`src/hw/rtl/dilm_pkg.sv`:
```
// Shared constants and types for the DER IMEI list matcher.
`default_nettype none
package dilm_pkg;

	localparam int unsigned ImeiW  = 60;
	localparam int unsigned CountW = 17;
	localparam int unsigned LenW   = 16;
	localparam int unsigned PosW   = 5;

	// DER tags and markers
	localparam logic [7:0] SEQ_TAG  = 8'h30;
	localparam logic [7:0] LEN_TAG  = 8'h82;
	localparam logic [7:0] ELEM_TAG = 8'h0C;
	localparam logic [7:0] ELEM_LEN = 8'h0F;
	localparam logic [7:0] WILDCARD = 8'h2A;

	// position of the final byte inside a 17-byte element
	localparam logic [PosW-1:0] ELEM_LAST_POS = 5'd16;
	localparam logic [CountW-1:0] COUNT_MAX   = 17'h1FFFF;
	localparam logic [CountW-1:0] HEADER_BYTES = 17'd4;

	// verdict codes
	localparam logic [2:0] ST_MATCH     = 3'd0;
	localparam logic [2:0] ST_NO_MATCH  = 3'd1;
	localparam logic [2:0] ST_TOO_SHORT = 3'd2;
	localparam logic [2:0] ST_BAD_TAGS  = 3'd3;
	localparam logic [2:0] ST_LEN_MISM  = 3'd4;

	typedef struct packed {
		logic       allowed;
		logic [2:0] status;
	} dilm_verdict_t;

endpackage
`default_nettype wire

```
`src/hw/rtl/dilm_walker.sv`:
```
// Header check, element walk and verdict for one extension value.
`default_nettype none
module dilm_walker import dilm_pkg::*; (
	input  wire logic              clk,
	input  wire logic              arst_n,
	input  wire logic              step,
	input  wire logic [7:0]        data_s1,
	input  wire logic              last_s1,
	input  wire logic [ImeiW-1:0]  imei,
	output dilm_verdict_t          verdict
);

	logic [CountW-1:0] count_q, count_n;
	logic [LenW-1:0]   len_q, len_n;
	logic              hbad_q, hbad_n;
	logic [PosW-1:0]   pos_q, pos_n;
	logic              elem_ok_q, elem_ok_n;
	logic              stopped_q, stopped_n;
	logic              seen_q, seen_n;
	logic [3:0]        digit;
	logic [7:0]        exp_char;

	// pick the expected character for a digit index, first digit on top
	function automatic logic [7:0] expected_char(input logic [ImeiW-1:0] v,
			input logic [3:0] d);
		logic [3:0] nib;
		nib = 4'd0;
		for (int k = 0; k < 15; k++) begin
			if (d == 4'(k)) nib = v[(14-k)*4 +: 4];
		end
		return {4'h3, nib};
	endfunction

	assign digit    = 4'(pos_q - 5'd2);
	assign exp_char = expected_char(imei, digit);

	// next state for one byte
	always_comb begin
		count_n   = count_q;
		len_n     = len_q;
		hbad_n    = hbad_q;
		pos_n     = pos_q;
		elem_ok_n = elem_ok_q;
		stopped_n = stopped_q;
		seen_n    = seen_q;
		if (step) begin
			case (count_q)
				17'd0: if (data_s1 != SEQ_TAG) hbad_n = 1'b1;
				17'd1: if (data_s1 != LEN_TAG) hbad_n = 1'b1;
				17'd2: len_n = {data_s1, len_q[7:0]};
				17'd3: len_n = {len_q[15:8], data_s1};
				default: begin
					if (!stopped_q) begin
						if (pos_q == 5'd0 && data_s1 != ELEM_TAG) begin
							stopped_n = 1'b1;
						end else if (pos_q == 5'd1 && data_s1 != ELEM_LEN) begin
							stopped_n = 1'b1;
						end else begin
							if (pos_q >= 5'd2 && elem_ok_q && data_s1 != WILDCARD &&
									data_s1 != exp_char)
								elem_ok_n = 1'b0;
							if (pos_q == ELEM_LAST_POS) begin
								if (elem_ok_n) seen_n = 1'b1;
								pos_n     = '0;
								elem_ok_n = 1'b1;
							end else begin
								pos_n = pos_q + 5'd1;
							end
						end
					end
				end
			endcase
			if (count_q != COUNT_MAX) count_n = count_q + 17'd1;
		end
	end

	// verdict from the state after this byte
	always_comb begin
		verdict.allowed = 1'b0;
		if (count_n <= HEADER_BYTES)
			verdict.status = ST_TOO_SHORT;
		else if (hbad_n)
			verdict.status = ST_BAD_TAGS;
		else if (({1'b0, len_n} + HEADER_BYTES) != count_n)
			verdict.status = ST_LEN_MISM;
		else if (seen_n) begin
			verdict.status  = ST_MATCH;
			verdict.allowed = 1'b1;
		end else
			verdict.status = ST_NO_MATCH;
	end

	// advance state; clear after the final byte
	always_ff @(posedge clk or negedge arst_n) begin
		if (!arst_n) begin
			count_q   <= '0;
			len_q     <= '0;
			hbad_q    <= 1'b0;
			pos_q     <= '0;
			elem_ok_q <= 1'b1;
			stopped_q <= 1'b0;
			seen_q    <= 1'b0;
		end else if (step && last_s1) begin
			count_q   <= '0;
			len_q     <= '0;
			hbad_q    <= 1'b0;
			pos_q     <= '0;
			elem_ok_q <= 1'b1;
			stopped_q <= 1'b0;
			seen_q    <= 1'b0;
		end else begin
			count_q   <= count_n;
			len_q     <= len_n;
			hbad_q    <= hbad_n;
			pos_q     <= pos_n;
			elem_ok_q <= elem_ok_n;
			stopped_q <= stopped_n;
			seen_q    <= seen_n;
		end
	end

	assert property (@(posedge clk) disable iff (!arst_n) pos_q <= ELEM_LAST_POS)
		else $error("element position out of range");
	assert property (@(posedge clk) disable iff (!arst_n)
		(step && last_s1) |=> (count_q == '0 && elem_ok_q && !seen_q))
		else $error("state not cleared after final byte");
	assert property (@(posedge clk) disable iff (!arst_n)
		stopped_q |=> (stopped_q || $past(step && last_s1)))
		else $error("walk resumed after malformed element");

endmodule
`default_nettype wire

```
`src/hw/rtl/der_imei_list_matcher_core.sv`:
```
// Top level of the DER IMEI list matcher: input register, walker, result register.
//
//  channel | signals                           | direction
//  --------+-----------------------------------+----------
//  in      | in_valid, in_stall, data_byte,    | to block
//          | last_byte                         |
//  out     | out_valid, out_stall,             | from block
//          | imei_allowed, status              |
//  cfg     | cfg_we, cfg_wdata                 | to block
//
// One byte per cycle while in_stall is low; a final byte passes the input register and then
// the result register, where its verdict is offered and held until out_stall is low.
// A stalled verdict holds only a following final byte; other bytes keep flowing.
// Reset clears the walker state, the valid flags and the IMEI register.
`default_nettype none
module der_imei_list_matcher_core import dilm_pkg::*; (
	input  wire logic             clk,
	input  wire logic             arst_n,
	input  wire logic             in_valid,
	output      logic             in_stall,
	input  wire logic [7:0]       data_byte,
	input  wire logic             last_byte,
	output      logic             out_valid,
	input  wire logic             out_stall,
	output      logic             imei_allowed,
	output      logic [2:0]       status,
	input  wire logic             cfg_we,
	input  wire logic [ImeiW-1:0] cfg_wdata
);

	logic             valid_s1;
	logic [7:0]       data_s1;
	logic             last_s1;
	logic             step;
	logic             in_take;
	logic [ImeiW-1:0] imei_q;
	dilm_verdict_t    verdict;
	logic             out_valid_q;
	dilm_verdict_t    out_q;

	// a final byte moves on only when the result register is free
	assign step     = valid_s1 && (!last_s1 || !out_valid_q || !out_stall);
	assign in_stall = valid_s1 && !step;
	assign in_take  = in_valid && !in_stall;

	// hold the IMEI register
	always_ff @(posedge clk or negedge arst_n) begin
		if (!arst_n) imei_q <= '0;
		else if (cfg_we) imei_q <= cfg_wdata;
	end

	// input register
	always_ff @(posedge clk or negedge arst_n) begin
		if (!arst_n) valid_s1 <= 1'b0;
		else if (in_take) valid_s1 <= 1'b1;
		else if (step) valid_s1 <= 1'b0;
	end

	always_ff @(posedge clk) begin
		if (in_take) begin
			data_s1 <= data_byte;
			last_s1 <= last_byte;
		end
	end

	dilm_walker u_walker (
		.clk     (clk),
		.arst_n  (arst_n),
		.step    (step),
		.data_s1 (data_s1),
		.last_s1 (last_s1),
		.imei    (imei_q),
		.verdict (verdict)
	);

	// result register: load on a final byte, drop when taken
	always_ff @(posedge clk or negedge arst_n) begin
		if (!arst_n) out_valid_q <= 1'b0;
		else if (step && last_s1) out_valid_q <= 1'b1;
		else if (!out_stall) out_valid_q <= 1'b0;
	end

	always_ff @(posedge clk) begin
		if (step && last_s1) out_q <= verdict;
	end

	assign out_valid    = out_valid_q;
	assign imei_allowed = out_q.allowed;
	assign status       = out_q.status;

	assert property (@(posedge clk) disable iff (!arst_n)
		(out_valid && imei_allowed) |-> (status == ST_MATCH))
		else $error("allowed without match status");
	assert property (@(posedge clk) disable iff (!arst_n)
		in_stall |-> (valid_s1 && last_s1 && out_valid_q && out_stall))
		else $error("input stalled without a blocked verdict");
	assert property (@(posedge clk) disable iff (!arst_n)
		$rose(out_valid_q) |-> $past(step && last_s1))
		else $error("verdict without a final byte");

endmodule
`default_nettype wire

```
`config.mk`:
```
export PLATFORM = sky130hd
export DESIGN_NAME = der_imei_list_matcher_core
export DESIGN_NICKNAME = d
export VERILOG_FILES = /design/src/hw/rtl/dilm_pkg.sv /design/src/hw/rtl/dilm_walker.sv /design/src/hw/rtl/der_imei_list_matcher_core.sv
export SDC_FILE = /design/constraint.sdc
export NUM_CORES = 1
export LEC_CHECK = 0
export ABC_CLOCK_PERIOD_IN_PS = 3250
export BUFFER_PORTS_ARGS = -buffer_cell sky130_fd_sc_hd__clkbuf_2
export CORE_ASPECT_RATIO = 1.1
export CORE_MARGIN = 2
export CORE_UTILIZATION = 54
export DETAILED_ROUTE_END_ITERATION = 16
export GPL_ROUTABILITY_DRIVEN = 0
export PLACE_DENSITY = 0.76
export SLEW_MARGIN = 25
export SYNTH_ARGS = -nofsm -noshare
export SYNTH_HDL_FRONTEND = slang
export SYNTH_SLANG_ARGS = --single-unit
```
`constraint.sdc`:
```
create_clock -name clk -period 3.25 [get_ports clk]
set_input_delay 0.4875 -clock clk [delete_from_list [all_inputs] [get_ports clk]]
set_output_delay 0.4875 -clock clk [all_outputs]
set_load 0.02 [all_outputs]
```
==> flow_summary.toml <==
[cts]
cts_hold_buf = 0
cts_root_buf = "clkbuf_16"
clk_pin_slew_ns = 0.05
htreeDepth = 4
clk_latency_ns = 0.42
cts.path.max_buffers = 2
cts_sinks = 117
cts_tree = "built"
cts-buffers-inserted = 17

[synthesis]
yosysWarnings = 0
yosysMostFrequentCell = "dfrtp_1"
synth_seq_cells = 117
synth-main-ff-cell = "dfrtp_1"
yosys.area.top_type = "dfrtp_1"
synth_seq_area_share_pct = 42.5
synth.top_cell.area_share_pct = 36.6
syn_area_sq_um = 7040
synth_edf_count = 13
synth_fp_nets = 792
yosys-top-cells-area = "dfrtp_1 (37%), mux2_2 (7.7%), edfxtp_1 (5.5%)"
synthTopCellsByCount = "dfrtp_1 (103), nand2_1 (54), nor2_1 (53)"
async_flop_share_pct = 88.9
synth_area_per_cell_sq_um = 9.96
ys_types = 98
synthCells = 707

[grt]
grt.overflow.total = 0
grt_antenna_before_repair = 0
grt_pass1_wl_microns = 33800
grtUsageTotal_pct = 31.0
grt_max_degree = 53
grt_pass1_vias = 6738

[place]
port-buffer-count = 79
dp_hpwl_microns = 15200

[cells_and_area]
antenna_cells = 0
drive_gt1_share_pct = 38.6
nets = 960
nFillCells = 891
syn2layout_area_growth_pct = 30.0

[setup_path]
crit_type = "reg2reg"
critPathCaptureType = "register"
worstPathArrival_ns = 3.50
timing.rr.end = "status[2]$_SDFFCE_PP0P_"
start_kind = "register"
rrSetupSlack_ns = -0.08
worstPathRequired_ns = 3.43
reg2reg_depth = 9
cp-startpoint = "u_walker.count_q[4]$_DFF_PN0_"
worstReg2RegStart = "u_walker.count_q[4]$_DFF_PN0_"
critPathMaxFanout = 3

[run]
maxCapViolCount = 0

[power]
powerDensity_nw_per_um2 = 731
total_power_w = 0.00669
ir_drop_uv = 481
p_leak_nw = 4.11

[routing]
ant_nets = 0
vias_per_cell = 6.39
wl_microns = 21700
via_count = 6678
drc = 1
wl_per_cell_microns = 20.7
first_iter_violations = 717
dr.pass1.iters = 13

[timing]
relSlewSlack_pct = 48.4
drv_slew = 0
setup_violations = 2
hold-worst-slack_ns = 0.102
tightest_slew_ns = 0.772
fin_worst_skew_ns = 0.00382
fmax_mhz = 300
period_share_pct = 102
hold_viol_final = 0
fin_ws_ns = -0.0788
min_period_ns = 3.33
rsz0062_at_grt = "true"
setup_tns_ns = -0.125

[floorplan]
coreArea_sq_um = 12700
rows = 43
ioPinCount = 80
die_area_sq_um = 14000
die_w_microns = 113
die_h_microns = 124
start_util_pct = 55.5

[outcome]
status = "finished, violations left"
violations = "DRC, setup timing"

[min_path]
worstHoldPathType = "in2async"
## state kept, by name (all words and copies together) (netlist names)
register / cells
status: 3
u_walker.elem_ok_q: 1
valid_s1: 1
data_s1: 8
u_walker.pos_q: 5
u_walker.len_q: 16
imei_q: 60
u_walker.stopped_q: 1
imei_allowed: 1
last_s1: 1
u_walker.count_q: 17
u_walker.hbad_q: 1
out_valid: 1
u_walker.seen_q: 1
## cell families (layout without fill, tap and decap cells)
family                     count (synthesis)  in the layout  synth area share (%)
and+or+nand+nor                          265            265                  21.3
muxes                                     51             51                  8.12
adders and majority gates                 11             11                  1.95
buffers and inverters                     65            246                  3.87
xor gates and xnor gates                  25             25                  4.16
AOI/OAI and AO/OA                        173            173                  18.1
DFF                                      117            117                  42.5
## worst max path at each step
stage / to / depth (start not counted)
finish: status[2]$_SDFFCE_PP0P_ / 9
global route: imei_allowed$_SDFFCE_PP0P_ / 11
global placement: status[0]$_SDFFCE_PP0P_ / 11
CTS: status[0]$_SDFFCE_PP0P_ / 11
floorplan: status[2]$_SDFFCE_PP0P_ / 12
detailed placement: status[0]$_SDFFCE_PP0P_ / 11
## area by class of cell
| type | count | area [sq um] | area share [%] |
|---|---|---|---|
| multi-input combinational | 525 | 4040 | 44.1 |
| sequential | 117 | 3000 | 32.7 |
| timing repair buffer | 187 | 1250 | 13.7 |
| clock buffer | 23 | 468 | 5.11 |
| tap | 157 | 196 | 2.15 |
| clock inverter | 9 | 103 | 1.12 |
| inverter | 27 | 101 | 1.11 |
## through the flow
step	cells	setup WS (ns)	instance area (sq um)	util, %
after global routing	1045	-0.147	9150	72.1
after floorplan	707	-0.00373	7050	-
after CTS	1035	-0.0152	8860	69.8
final	1045	-0.0788	9150	72.1
after detailed placement	998	-0.202	8200	64.6
after global placement	998	-0.0553	8200	64.6
## metal layers
metal	GRT usage, %	wire (microns)	vias to the layer above
li1	-	-	2985
met1	36.7	8150	3262
met2	53.3	10900	346
met3	6.13	1490	85
met4	17.3	1100	0
met5	0	0	-
## timing repair
action | CTS | global route
cloned | 0 | 0
endpoints found under the hold margin | 0 | 0
pin swaps | 7 | 23
endpoints found under the setup margin | 3 | 4
gates resized for setup | 11 | 48
buffers inserted | 5 | 10
## cells in the final DEF (no fill, tap or decap), types with 5 or more instances in the layout
cell	Yosys	final
o21ai_1	3	6
edfxtp_1	13	13
nand3b_1	7	7
nor2b_1	14	13
nor4_1	9	7
o21ai_0	33	29
nor3_1	19	17
clkbuf_16	0	17
xnor2_1	11	9
inv_1	26	23
o211ai_1	8	8
and3_1	13	11
a211oi_1	9	8
nand2_1	54	52
xnor2_2	6	8
and2_1	11	11
nand4_1	15	15
a21oi_1	31	31
o22ai_1	6	5
clkbuf_2	0	78
buf_4	1	105
dfrtp_1	103	101
nor2_1	53	52
mux2_2	48	48
a221oi_1	9	8
a22o_1	6	5
a211o_1	6	6
nand3_1	21	20
## worst max-delay path: stages (launching register included)
cell and delay (ns):
dfrtp_1 0.37, or3_4 0.43, or4_1 0.56, o21ai_0 0.31
nand2_1 0.18, xnor2_1 0.20, or3_1 0.37, a311oi_2 0.30
o211ai_1 0.15, o21ba_1 0.21
## report_power, final
group	internal [W]	leakage (nW)	switching, W	total [W]
logic	0.00135	2.40	0.00167	0.00302
clock network	0.00116	0.281	0.000662	0.00182
registers	0.00168	1.42	0.000164	0.00185
No activity file was read; power rests on OpenSTA's default activity.
